<file path="config.mk">
export PLATFORM = sky130hd
export DESIGN_NAME = scan_wall_angle_tracker
export DESIGN_NICKNAME = d
export VERILOG_FILES = /design/src/sv/swat_pkg.sv /design/src/sv/scan_wall_angle_tracker.sv
export SDC_FILE = /design/constraint.sdc
export NUM_CORES = 2
export LEC_CHECK = 0
export ABC_CLOCK_PERIOD_IN_PS = 9120
export BUFFER_PORTS_ARGS = -buffer_cell sky130_fd_sc_hd__buf_2
export CORE_MARGIN = 2
export CORE_UTILIZATION = 35
export DETAILED_ROUTE_END_ITERATION = 6
export GPL_TIMING_DRIVEN = 0
export PLACE_DENSITY = 0.57
export SYNTH_ARGS = -nofsm -noshare
export SYNTH_HDL_FRONTEND = slang
export SYNTH_SLANG_ARGS = --single-unit
export TNS_END_PERCENT = 30
</file>
<file path="constraint.sdc">
create_clock -name i_clk -period 9.12 [get_ports i_clk]
set_clock_uncertainty 0.1 [all_clocks]
set_input_delay 0 -clock i_clk [delete_from_list [all_inputs] [get_ports i_clk]]
set_output_delay 0 -clock i_clk [all_outputs]
set_load 0.02 [all_outputs]
</file>
<file path="src/sv/swat_pkg.sv">
`default_nettype none

package swat_pkg;

    // Field widths
    localparam int RANGE_W    = 16;   // Q6.10 metres
    localparam int ANGLE_W    = 15;   // Q1.14 radians, unsigned result
    localparam int STEP_W     = 15;   // angle step register
    localparam int CFG_IDX_W  = 3;
    localparam int CFG_DATA_W = 16;

    // Defaults for the top level parameters
    localparam int DEF_MAX_SAMPLES  = 4096;
    localparam int DEF_CORDIC_STEPS = 16;

    // Angle constants, Q2.14
    localparam int HALF_PI_Q14 = 25736;
    localparam int PI_Q14      = 51472;
    localparam int TWO_PI_Q14  = 102944;

    // Start value of the rotation CORDIC (reciprocal of the gain limit), Q2.30
    localparam int GAIN_Q30 = 652032874;

    // Configuration register indexes
    localparam logic [CFG_IDX_W-1:0] CFG_MIN_RANGE      = 3'd0;
    localparam logic [CFG_IDX_W-1:0] CFG_MAX_RANGE      = 3'd1;
    localparam logic [CFG_IDX_W-1:0] CFG_START_ANGLE    = 3'd2;
    localparam logic [CFG_IDX_W-1:0] CFG_ANGLE_STEP     = 3'd3;
    localparam logic [CFG_IDX_W-1:0] CFG_NEAR_THRESHOLD = 3'd4;

    // Reset values of the configuration registers
    localparam logic [15:0] RST_MIN_RANGE      = 16'd0;
    localparam logic [15:0] RST_MAX_RANGE      = 16'd65535;
    localparam logic [15:0] RST_START_ANGLE    = 16'h9B78;   // -25736
    localparam logic [14:0] RST_ANGLE_STEP     = 15'd16;
    localparam logic [15:0] RST_NEAR_THRESHOLD = 16'd1;

    // atan(2^-i) in Q2.30, truncated
    function automatic logic [31:0] atan_q30(input logic [4:0] i);
        logic [31:0] v;
        case (i)
            5'd0:    v = 32'd843314856;
            5'd1:    v = 32'd497837829;
            5'd2:    v = 32'd263043836;
            5'd3:    v = 32'd133525158;
            5'd4:    v = 32'd67021686;
            5'd5:    v = 32'd33543515;
            5'd6:    v = 32'd16775850;
            5'd7:    v = 32'd8388437;
            5'd8:    v = 32'd4194282;
            5'd9:    v = 32'd2097149;
            5'd10:   v = 32'd1048575;
            5'd11:   v = 32'd524287;
            5'd12:   v = 32'd262143;
            5'd13:   v = 32'd131071;
            5'd14:   v = 32'd65535;
            5'd15:   v = 32'd32767;
            5'd16:   v = 32'd16383;
            5'd17:   v = 32'd8191;
            5'd18:   v = 32'd4095;
            5'd19:   v = 32'd2047;
            5'd20:   v = 32'd1023;
            5'd21:   v = 32'd511;
            5'd22:   v = 32'd255;
            5'd23:   v = 32'd127;
            default: v = 32'd0;
        endcase
        return v;
    endfunction

endpackage

`default_nettype wire

</file>
<file path="src/sv/scan_wall_angle_tracker.sv">
`default_nettype none

// Wall angle tracker: takes one laser range sample per transaction in scan
// order and, on the sample flagged last, returns the largest angle seen
// between consecutive valid points of the scan (Q1.14 rad, 0 = parallel).
// One sample is worked on at a time and o_ready is high only when idle.
// A sample outside the range window goes straight to the done state. A valid
// sample runs a 15 x IW multiply, IW-1 compare-subtract steps that reduce the
// bearing modulo 2*pi (IW = clog2(MAX_SAMPLES)), and a rotation pass of the
// shared CORDIC; from the second valid point of a scan on, a second
// (vectoring) CORDIC pass follows unless a difference is under the
// threshold. The last sample also waits until the output register is free.
// Configuration writes are taken in any cycle.
module scan_wall_angle_tracker #(
    parameter int MAX_SAMPLES  = swat_pkg::DEF_MAX_SAMPLES,
    parameter int CORDIC_STEPS = swat_pkg::DEF_CORDIC_STEPS
) (
    input  logic                             i_clk,
    input  logic                             i_rst_n,
    // configuration write channel
    input  logic                             i_cfg_valid,
    output logic                             o_cfg_ready,
    input  logic [swat_pkg::CFG_IDX_W-1:0]   i_cfg_index,
    input  logic [swat_pkg::CFG_DATA_W-1:0]  i_cfg_data,
    // sample channel
    input  logic                             i_valid,
    output logic                             o_ready,
    input  logic [swat_pkg::RANGE_W-1:0]     i_range,
    input  logic                             i_last_sample,
    // result channel
    output logic                             o_valid,
    input  logic                             i_ready,
    output logic [swat_pkg::ANGLE_W-1:0]     o_max_angle
);
    import swat_pkg::*;

    localparam int IW        = $clog2(MAX_SAMPLES);
    localparam int PW        = IW + STEP_W;          // step * index width
    localparam int RED_STEPS = PW - 16;              // 2*pi > 2^16
    localparam int STEP_MAX  = (CORDIC_STEPS > RED_STEPS) ? CORDIC_STEPS : RED_STEPS;
    localparam int CNTW      = $clog2(STEP_MAX);
    localparam int CW        = 34;                   // CORDIC datapath
    localparam int MW        = 48;                   // 16 x 32 product

    typedef enum logic [3:0] {
        S_IDLE, S_MUL_BEAR, S_REDUCE, S_FOLD, S_ROTATE, S_MUL_X, S_MUL_Y,
        S_ROUND_Y, S_DIFF, S_VECTOR, S_ANGLE, S_DONE
    } t_state;

    // configuration
    logic [15:0]        r_min;
    logic [15:0]        r_max;
    logic signed [15:0] r_start;
    logic [14:0]        r_step;
    logic [15:0]        r_thr;

    // control and scan state
    t_state             r_state;
    logic [IW-1:0]      r_idx;
    logic               r_have_prev;
    logic [14:0]        r_greatest;
    logic               r_out_valid;
    logic [14:0]        r_out_angle;
    logic [CNTW-1:0]    r_cnt;

    // per-sample payload
    logic [15:0]        r_range;
    logic               r_last;
    logic               r_pt_ok;
    logic [15:0]        r_prev_x;
    logic signed [16:0] r_prev_y;
    logic [15:0]        r_cur_x;
    logic signed [16:0] r_cur_y;
    logic [PW-1:0]      r_red;
    logic signed [CW-1:0] r_x, r_y, r_z;
    logic               r_neg;
    logic [MW-1:0]      r_prod;
    logic [14:0]        r_ang;

    // shared multiplier
    logic [15:0]        mul_a;
    logic [31:0]        mul_b;
    logic [MW-1:0]      mul_p;
    logic signed [CW-1:0] abs_x, abs_y;

    // rounding of a product to Q6.10 with saturation
    logic [MW:0]        rnd_sum;
    logic [18:0]        rnd_q;
    logic [15:0]        rnd_mag;
    logic               y_is_neg;

    // shared CORDIC step
    logic signed [CW-1:0] xs, ys, at;
    logic               cw_sub;
    logic signed [CW-1:0] n_x, n_y, n_z;

    // bearing reduction and folding
    logic [PW-1:0]      red_div;
    logic [PW-1:0]      n_red;
    logic [17:0]        fold_t;
    logic [16:0]        fold_m;
    logic signed [17:0] fold_a;
    logic signed [17:0] fold_b;
    logic               fold_neg;

    // point differences
    logic signed [16:0] diff_x;
    logic signed [17:0] diff_y;
    logic [16:0]        dx;
    logic [17:0]        dy;

    // vectoring result
    logic signed [CW-1:0] vz_sum, vz_q;
    logic [14:0]        vz_ang;

    // multiplier operand select
    always_comb begin
        abs_x = r_x[CW-1] ? -r_x : r_x;
        abs_y = r_y[CW-1] ? -r_y : r_y;
        mul_a = r_range;
        mul_b = abs_x[31:0];
        case (r_state)
            S_MUL_BEAR: begin
                mul_a = 16'(r_step);
                mul_b = 32'(r_idx);
            end
            S_MUL_Y: mul_b = abs_y[31:0];
            default: mul_b = abs_x[31:0];
        endcase
        mul_p = 48'(mul_a) * 48'(mul_b);
    end

    // Q2.30 product back to Q6.10, halves up, saturated
    always_comb begin
        rnd_sum  = {1'b0, r_prod} + (MW+1)'(1 << 29);
        rnd_q    = rnd_sum[48:30];
        rnd_mag  = (rnd_q > 19'd65535) ? 16'hFFFF : rnd_q[15:0];
        y_is_neg = r_neg ? (r_y > 0) : r_y[CW-1];
    end

    // one CORDIC iteration, rotation or vectoring
    always_comb begin
        xs     = r_x >>> r_cnt;
        ys     = r_y >>> r_cnt;
        at     = CW'(atan_q30(5'(r_cnt)));
        cw_sub = (r_state == S_ROTATE) ? !r_z[CW-1] : !(r_y > 0);
        if (cw_sub) begin
            n_x = r_x - ys;
            n_y = r_y + xs;
            n_z = r_z - at;
        end else begin
            n_x = r_x + ys;
            n_y = r_y - xs;
            n_z = r_z + at;
        end
    end

    // bearing: restoring reduction step, then wrap and fold to [-pi/2, pi/2]
    always_comb begin
        red_div = PW'(TWO_PI_Q14) << r_cnt;
        n_red   = (r_red >= red_div) ? (r_red - red_div) : r_red;
        fold_t  = 18'(r_red) + {{2{r_start[15]}}, r_start} + 18'(PI_Q14);
        fold_m  = (fold_t >= 18'(TWO_PI_Q14)) ? 17'(fold_t - 18'(TWO_PI_Q14))
                                              : fold_t[16:0];
        fold_a  = $signed({1'b0, fold_m}) - 18'sd51472;
        fold_neg = 1'b0;
        fold_b   = fold_a;
        if (fold_a > 18'sd25736) begin
            fold_b   = fold_a - 18'sd51472;
            fold_neg = 1'b1;
        end else if (fold_a < -18'sd25736) begin
            fold_b   = fold_a + 18'sd51472;
            fold_neg = 1'b1;
        end
    end

    // differences to the previous point
    always_comb begin
        diff_x = $signed({1'b0, r_cur_x}) - $signed({1'b0, r_prev_x});
        diff_y = 18'(r_cur_y) - 18'(r_prev_y);
        dx     = diff_x[16] ? 17'(-diff_x) : 17'(diff_x);
        dy     = diff_y[17] ? 18'(-diff_y) : 18'(diff_y);
    end

    // vectoring angle to Q2.14, halves up, clamped to [0, pi/2]
    always_comb begin
        vz_sum = r_z + CW'(32768);
        vz_q   = vz_sum >>> 16;
        if (vz_q[CW-1])
            vz_ang = 15'd0;
        else if (vz_q > CW'(HALF_PI_Q14))
            vz_ang = 15'(HALF_PI_Q14);
        else
            vz_ang = vz_q[14:0];
    end

    // sequencer
    always_ff @(posedge i_clk) begin
        if (!i_rst_n) begin
            r_state     <= S_IDLE;
            r_min       <= RST_MIN_RANGE;
            r_max       <= RST_MAX_RANGE;
            r_start     <= RST_START_ANGLE;
            r_step      <= RST_ANGLE_STEP;
            r_thr       <= RST_NEAR_THRESHOLD;
            r_idx       <= '0;
            r_have_prev <= 1'b0;
            r_greatest  <= '0;
            r_out_valid <= 1'b0;
            r_cnt       <= '0;
        end else begin
            // configuration writes
            if (i_cfg_valid) begin
                unique case (i_cfg_index)
                    CFG_MIN_RANGE:      r_min   <= i_cfg_data;
                    CFG_MAX_RANGE:      r_max   <= i_cfg_data;
                    CFG_START_ANGLE:    r_start <= i_cfg_data;
                    CFG_ANGLE_STEP:     r_step  <= i_cfg_data[14:0];
                    CFG_NEAR_THRESHOLD: r_thr   <= i_cfg_data;
                    default: ;
                endcase
            end

            if (r_out_valid && i_ready)
                r_out_valid <= 1'b0;

            unique case (r_state)
                S_IDLE: begin
                    if (i_valid) begin
                        r_range <= i_range;
                        r_last  <= i_last_sample;
                        r_pt_ok <= (i_range > r_min) && (i_range < r_max);
                        r_state <= ((i_range > r_min) && (i_range < r_max)) ? S_MUL_BEAR
                                                                            : S_DONE;
                    end
                end
                S_MUL_BEAR: begin
                    r_red   <= PW'(mul_p);
                    r_cnt   <= CNTW'(RED_STEPS - 1);
                    r_state <= S_REDUCE;
                end
                S_REDUCE: begin
                    r_red <= n_red;
                    if (r_cnt == '0)
                        r_state <= S_FOLD;
                    else
                        r_cnt <= r_cnt - 1'b1;
                end
                S_FOLD: begin
                    r_x     <= CW'(GAIN_Q30);
                    r_y     <= '0;
                    r_z     <= CW'(fold_b) <<< 16;
                    r_neg   <= fold_neg;
                    r_cnt   <= '0;
                    r_state <= S_ROTATE;
                end
                S_ROTATE: begin
                    r_x <= n_x;
                    r_y <= n_y;
                    r_z <= n_z;
                    if (r_cnt == CNTW'(CORDIC_STEPS - 1))
                        r_state <= S_MUL_X;
                    else
                        r_cnt <= r_cnt + 1'b1;
                end
                S_MUL_X: begin
                    r_prod  <= mul_p;
                    r_state <= S_MUL_Y;
                end
                S_MUL_Y: begin
                    r_prod  <= mul_p;
                    r_cur_x <= rnd_mag;
                    r_state <= S_ROUND_Y;
                end
                S_ROUND_Y: begin
                    r_cur_y <= y_is_neg ? -$signed({1'b0, rnd_mag})
                                        : $signed({1'b0, rnd_mag});
                    r_state <= r_have_prev ? S_DIFF : S_DONE;
                end
                S_DIFF: begin
                    // counter cleared on a shortcut so S_ANGLE can tell the paths apart
                    if (dx < 17'(r_thr)) begin
                        r_ang   <= 15'(HALF_PI_Q14);
                        r_cnt   <= '0;
                        r_state <= S_ANGLE;
                    end else if (dy < 18'(r_thr)) begin
                        r_ang   <= 15'd0;
                        r_cnt   <= '0;
                        r_state <= S_ANGLE;
                    end else begin
                        r_x     <= $signed(CW'({dx, 12'd0}));
                        r_y     <= $signed(CW'({dy, 12'd0}));
                        r_z     <= '0;
                        r_cnt   <= '0;
                        r_state <= S_VECTOR;
                    end
                end
                S_VECTOR: begin
                    r_x <= n_x;
                    r_y <= n_y;
                    r_z <= n_z;
                    if (r_cnt == CNTW'(CORDIC_STEPS - 1))
                        r_state <= S_ANGLE;
                    else
                        r_cnt <= r_cnt + 1'b1;
                end
                S_ANGLE: begin
                    // vectoring result is taken here when that pass ran
                    if (r_cnt == CNTW'(CORDIC_STEPS - 1)) begin
                        if (vz_ang > r_greatest)
                            r_greatest <= vz_ang;
                    end else if (r_ang > r_greatest) begin
                        r_greatest <= r_ang;
                    end
                    r_state <= S_DONE;
                end
                S_DONE: begin
                    // last sample waits for the output register to empty
                    if (!(r_last && r_out_valid)) begin
                        if (r_last) begin
                            r_out_valid <= 1'b1;
                            r_out_angle <= r_greatest;
                            r_idx       <= '0;
                            r_have_prev <= 1'b0;
                            r_greatest  <= '0;
                        end else begin
                            if (r_pt_ok) begin
                                r_prev_x    <= r_cur_x;
                                r_prev_y    <= r_cur_y;
                                r_have_prev <= 1'b1;
                            end
                            if (r_idx == IW'(MAX_SAMPLES - 1))
                                r_idx <= '0;
                            else
                                r_idx <= r_idx + 1'b1;
                        end
                        r_state <= S_IDLE;
                    end
                end
                default: r_state <= S_IDLE;
            endcase
        end
    end

    assign o_cfg_ready  = 1'b1;
    assign o_ready      = (r_state == S_IDLE);
    assign o_valid      = r_out_valid;
    assign o_max_angle  = r_out_angle;

    // Samples are never taken back to back: o_ready is low after an accept
    a_busy_after_accept: assert property (@(posedge i_clk) disable iff (!i_rst_n)
        (i_valid && o_ready) |=> !o_ready)
        else $error("sample accepted while a sample was in work");

    // The kept maximum never leaves [0, pi/2]
    a_greatest_bound: assert property (@(posedge i_clk) disable iff (!i_rst_n)
        r_greatest <= 15'(HALF_PI_Q14))
        else $error("greatest angle above pi/2");

    // Sample index wraps before it reaches the scan length
    a_index_bound: assert property (@(posedge i_clk) disable iff (!i_rst_n)
        32'(r_idx) < 32'(MAX_SAMPLES))
        else $error("sample index out of range");

    // A result appears only when a last sample finishes
    a_result_source: assert property (@(posedge i_clk) disable iff (!i_rst_n)
        $rose(r_out_valid) |-> ($past(r_state) == S_DONE && $past(r_last)))
        else $error("result raised outside the end of a scan");

endmodule

`default_nettype wire

</file>
[Yosys cells after proc, flatten, opt, wreduce, memory -nomap -nowiden]
Memory sizes are Yosys's and may differ from the RTL's. A register that Yosys moved wholly into a read port is not among the register bits.
Cells that the tools add are included.
Storage, ports and cells
  ROM bits: 480
  output and inout port bits: 18
  register bits after elaboration: 398
  memories kept: 1
  latch bits: 0
  memory bits (writable): 0
Memories
  (no name shown): words 16, bits a word 30, rd ports 1, clocked after Yosys merged registers in 1, wr ports 0, RTL line swat_pkg.sv:41  | case (i)
Cells by class
  reduce and logical (&&, ||, !) cells: 37
  shifts and indexed selects: 3
  mux-type cells: 60
  bitwise gates (word level): 2
  magnitude comparators: 13
  div/mod/pow operators: 0
  equality and inequality tests: 30
  multipliers: 1
  $add $sub $neg: 25
Operators with widths (number)
  two-way mux 34 bit: 9
  one-hot mux 34 bit (3 select lines): 3
  two-way mux 15 bit: 8
  adder 34 bit: 2
  >>> shifter 34 x 4 -> 34 bit: 2
  subtractor 34 bit: 2
  two-way mux 32 bit: 2
  negation 32 bit: 2
  one-hot mux 32 bit (2 select lines): 1
  two-way mux 18 bit: 3
  one-hot mux 27 bit (2 select lines): 1
  adder 48 x 30 -> 49 bit (second input constant): 1
  multiplier 16 x 32 -> 48 bit: 1
  two-way mux 16 bit: 3
  one-hot mux 4 bit (12 select lines): 1
  two-way mux 4 bit: 10
  > comparator 18 x 16 -> 1 bit (second input constant): 2
  adder 34 x 17 -> 34 bit (second input constant): 1
  adder 34 x 33 -> 34 bit: 1
  > comparator 34 x 1 -> 1 bit (second input constant): 1
  two-way mux 17 bit: 2
  subtractor 34 x 33 -> 34 bit: 1
  > comparator 15 bit: 2
  one-hot mux 15 bit (2 select lines): 1
  other kinds (53): 109

[Logic depth before layout (Yosys ltp)]
  depth after elaboration: 9
  gate-level depth with buffers: 38
  mapped depth without buffers: 38

[Worst setup path after synthesis]
Ideal clock, no wire load.
  path type: flip-flop to flip-flop
  start point: reg r_state[0]
  end point: reg r_prod[46] (data pin)
  arrival: 9.239 ns
  stages on the path, launching flop included: 33
  library setup time: 0.258 ns
  required time: 8.762 ns
  clock period less this slack: 9.597 ns
  slack: -0.477 ns
  cell sequence: dfxtp_1 -> clkbuf_1 -> nand2b_1 -> nor3_1 -> clkbuf_1 -> buf_1 -> mux2i_1 -> clkbuf_1 -> nor2_1 -> fa_1 -> inv_1 -> fa_1 -> inv_1 -> fa_1 -> fa_1 -> fa_1 -> inv_1 -> fa_1 -> inv_1 -> ha_1 -> or4_1 -> a21oi_1 -> o41ai_1 -> a2111oi_0 -> o21bai_1 -> a21oi_1 -> a2111oi_0 -> o311a_1 -> nor2b_1 -> or4_1 -> a31o_2 -> a21oi_1 -> xnor2_1
On the way
  longest elaborated chain between the ends: 3
  elaborated cells on any way between the ends: 5
RTL lines
  start, declared: RTL line scan_wall_angle_tracker.sv:58  | t_state r_state;
  start signal, assigned: RTL line scan_wall_angle_tracker.sv:233  | r_state <= ((i_range > r_min) && (i_range < r_max)) ? S_MUL_BEAR
  start signal, assigned: RTL line scan_wall_angle_tracker.sv:278  | r_state <= r_have_prev ? S_DIFF : S_DONE;
  == test 4 x 3 -> 1 bit or == test 4 x 1 -> 1 bit (tied branches): RTL line scan_wall_angle_tracker.sv:122  | case (r_state)
  one-hot mux 32 bit (2 select lines) or two-way mux 16 bit (tied branches): RTL line scan_wall_angle_tracker.sv:122
  multiplier 16 x 32 -> 48 bit *: RTL line scan_wall_angle_tracker.sv:130  | mul_p = 48'(mul_a) * 48'(mul_b);
  via mul_p[46]: RTL line scan_wall_angle_tracker.sv:83  | logic [MW-1:0] mul_p;
  end signal, assigned: RTL line scan_wall_angle_tracker.sv:267  | r_prod <= mul_p;
  end signal, assigned: RTL line scan_wall_angle_tracker.sv:271  | r_prod <= mul_p;
  end, declared: RTL line scan_wall_angle_tracker.sv:77  | logic [MW-1:0] r_prod;
The timed path passes the listed nets; every way through them passes the cells marked *.
A chain may end at the register's enable or synchronous reset.

[Final worst setup path]
  start point: reg r_y[8]
  end point: reg r_prod[46] (data pin)
On the way
  longest elaborated chain between the ends: 4
RTL lines
  start, declared: RTL line scan_wall_angle_tracker.sv:75  | logic signed [CW-1:0] r_x, r_y, r_z;
  start signal, assigned: RTL line scan_wall_angle_tracker.sv:259  | r_y <= n_y;
  start signal, assigned: RTL line scan_wall_angle_tracker.sv:292  | r_y <= $signed(CW'({dy, 12'd0}));
  start signal, assigned: RTL line scan_wall_angle_tracker.sv:300  | r_y <= n_y;
  negation 32 bit: RTL line scan_wall_angle_tracker.sv:119  | abs_y = r_y[CW-1] ? -r_y : r_y;
  two-way mux 32 bit *: RTL line scan_wall_angle_tracker.sv:119
  one-hot mux 32 bit (2 select lines) *: RTL line scan_wall_angle_tracker.sv:122
  multiplier 16 x 32 -> 48 bit *: RTL line scan_wall_angle_tracker.sv:130
  via mul_p[46]: RTL line scan_wall_angle_tracker.sv:83
Marked as above.

==> impl_metrics.toml <==
[detailed_routing]
drtIter0Drc = 3531
drtPass1Iterations = 5
viasPerCell = 5.45
post_drt_wl_per_cell_um = 22.2
detail-route-antenna-nets = 0
num_vias = 44800
routed_wl_um = 182000
drcViolationCount = 0

[sta]
period_share_pct = 106
tightest_slew_ns = 1.34
timing.fmax_ghz = 0.104
fin_setup_tns_ns = -2.86
max-slew-margin-rel_pct = 8.21
rsz0062_at_grt = "yes"
slew_violations = 0
setup_violations = 10
worst_slack_ns = -0.505
hold_viol_final = 0
post-route-min-period_ns = 9.62

[yosys]
yosysWarningCount = 0
syn_area_mm2 = 0.0502
synth-adder-area-share_pct = 27.3
syn_nets = 6881
synth_seq_area_share_pct = 20.7
syn_area_per_cell_um2 = 8.37
synth_compound_area_share_pct = 16.0
synth_top_family_by_area = "adder cells"
synth_mux_area_share_pct = 3.39
synth-xor-area-share_pct = 7.28
synth-simple-area-share_pct = 18.2
async_flop_share_pct = 0
synth_cells = 5998
synth-seq-cells = 394
ys_types = 110
synth_ff_type = "edfxtp_1"
synth-edff-count = 249

[clock_tree]
path_clk_slew_ns = 0.06
cts_root_buf = "clkbuf_16"
ctsLongestPathBuffers = 3
cts-htree-levels = 2
clock-sinks = 394
cts_buffers = 50
cts_tree = "yes"
clkLatencyLatePin_ns = 0.68

[place]
gp_congestion = 0.993
pre_cts_ws_ns = -2.74
dp.cells = 7951
place_hpwl_um = 145000
port_buffers = 56

[floorplanning]
ios = 59
row_count = 138
die_w_um = 383
start_util_pct = 35.4
dieArea_mm2 = 0.146
die_h_um = 383
core_mm2 = 0.142

[job]
maxCapViolations = 0

[worst_setup_path]
path_delay_family = "adder cells"
cp_num_buf_inv = 5
worstPathArrival_ns = 9.91
end_kind = "flip-flop"
cp.required_ns = 9.41
crit_type = "flip-flop to flip-flop"
cp_max_fo = 4
start_kind = "flip-flop"
critical-path-slowest-cell = "or4_4"
cp_slowest_stage_delay_ns = 0.60
cp_common_cell = "fa_1"

[cells_and_area]
syn_to_final_growth_pct = 15.2
fin_nets = 7161
layout-drive-gt1-share_pct = 10.3
fin_cells = 8213

[global_route]
gr-total-overflow = 0
grt_pass1_vias = 44500
antenna_found_initial = 6
grt_pass1_wl_um = 277000
grt_usage_pct = 24.8
grt_max_degree = 55

[status]
violations = "negative setup slack"
outcome = "finished with violations"

[hold_path]
min_path_type = "input pin to flip-flop"
==> cells by family after synthesis <==
group / after synthesis
muxes: 139
and+or+nand+nor: 2029
adders and majority gates: 842
buffers and inverters: 944
AOI/OAI and AO/OA: 1236
other: 1
xor gates and xnor gates: 413
DFF: 394
==> cell usage in the layout, fill, tap and decap left out, types with 25 or more instances in the layout <==
cell / count
a211oi_1: 27
a21boi_0: 90
a21o_1: 81
a21oi_1: 308
a31oi_1: 39
and2_1: 108
and3_1: 59
buf_2: 70
buf_4: 94
clkbuf_1: 149
clkbuf_16: 51
dfxtp_1: 145
dlygate4sd3_1: 58
edfxtp_1: 249
fa_1: 419
ha_1: 407
inv_1: 686
mux2_2: 35
mux2i_1: 71
nand2_1: 880
nand2b_1: 41
nand3_1: 88
nand4_1: 25
nor2_1: 470
nor2b_1: 64
nor3_1: 100
o211ai_1: 49
o21a_1: 48
o21ai_0: 284
o31ai_1: 39
or3_1: 48
xnor2_1: 205
xor2_1: 187
==> state kept, by name (all words and copies together) (netlist names), 16 cells and up <==
| name | count |
|---|---|
| r_prev_x | 16 |
| r_z | 34 |
| r_range | 16 |
| r_thr | 16 |
| r_min | 16 |
| r_max | 16 |
| r_cur_x | 16 |
| r_red | 27 |
| r_y | 34 |
| r_start | 16 |
| r_prod | 19 |
| at | 29 |
| r_x | 34 |
| r_cur_y | 17 |
| r_prev_y | 17 |
==> what timing repair did <==
| item | in CTS | in global routing |
|---|---|---|
| endpoints found under the hold margin | 98 | 0 |
| hold buffers | 58 | 0 |
| pin swaps | 89 | 47 |
| setup buffers | 99 | 24 |
| gates cloned | 1 | 0 |
| endpoints found under the setup margin | 80 | 150 |
| gates resized for setup | 259 | 116 |
==> cell type report <==
cell class	instances	area, µm²
fill	14400	84100
buffer	226	1060
clock inverter	30	234
tap	1890	2360
sequential	394	10400
clock buffer	64	1370
antenna	3	7.51
multi-input combinational	4660	37700
timing repair buffer	232	1990
inverter	714	2680
==> metal layers <==
metal	up-vias	share of wire [%]	GRT usage, %
met5	-	0.0088	0
met4	2	4.3	9.51
met3	290	7.1	4.00
met2	1457	45	39.8
met1	22200	43	33.5
li1	20800	-	-
==> path summary, 6_finish.rpt <==
path	startpoint	end	slack, ns	depth (start not counted)
setup / recovery	r_y[8]	r_prod[46]	-0.50	32
hold / removal	i_range[9]	r_range[9]	0.03	2
setup reg to reg	r_y[8]	r_prod[46]	-0.50	32
hold reg to reg	r_cur_y[0]	r_prev_y[0]	0.35	0
==> synth_stat cells, types with 16 or more instances <==
cell      instances  share of area (%)
a211oi_1         32               0.48
o211ai_1         49               0.73
inv_1           708                5.3
xnor2_1         214                3.7
nor4_1           17               0.21
mux2_2           36               0.81
nor3_1          106                1.1
clkbuf_1        192                1.4
dfxtp_1         145                5.8
nand2b_1         43               0.54
o41ai_1          16               0.28
nor2b_1          67               0.84
nand3_1          90               0.90
ha_1            417                 10
o31ai_1          44               0.66
a21boi_0         93                1.4
o22ai_1          30               0.37
and3_1           62               0.77
fa_1            425                 17
buf_1            28               0.21
a211o_1          17               0.30
nor2_1          477                3.6
a21o_1           81                1.2
and2_1          109                1.4
nand2_1         891                6.7
or3_1            50               0.62
o21a_1           50               0.75
a21oi_1         316                3.2
edfxtp_1        249                 15
mux2i_1          81                1.6
mux4_2           21               0.94
xor2_1          195                3.4
o21bai_1         22               0.33
nand4_1          25               0.31
a31oi_1          42               0.52
o21ai_0         296                3.0
or4_1            17               0.25
or2_2            22               0.27
==> stage by stage <==
| stage | util, % | hold WS [ns] | cell area [µm²] |
|---|---|---|---|
| final | 40.7 | 0.0321 | 57800 |
| after global routing | 40.7 | 0.0353 | 57800 |
| after floorplan | - | -0.00113 | 50300 |
| after detailed placement | 37.5 | 0.101 | 53200 |
| after global placement | 37.3 | 0.103 | 53000 |
| after CTS | 40.3 | 0.000288 | 57200 |
Power is left out: the tool's default activity adds up to more than one toggle a clock period on the data nets, which glitch-free logic cannot reach.
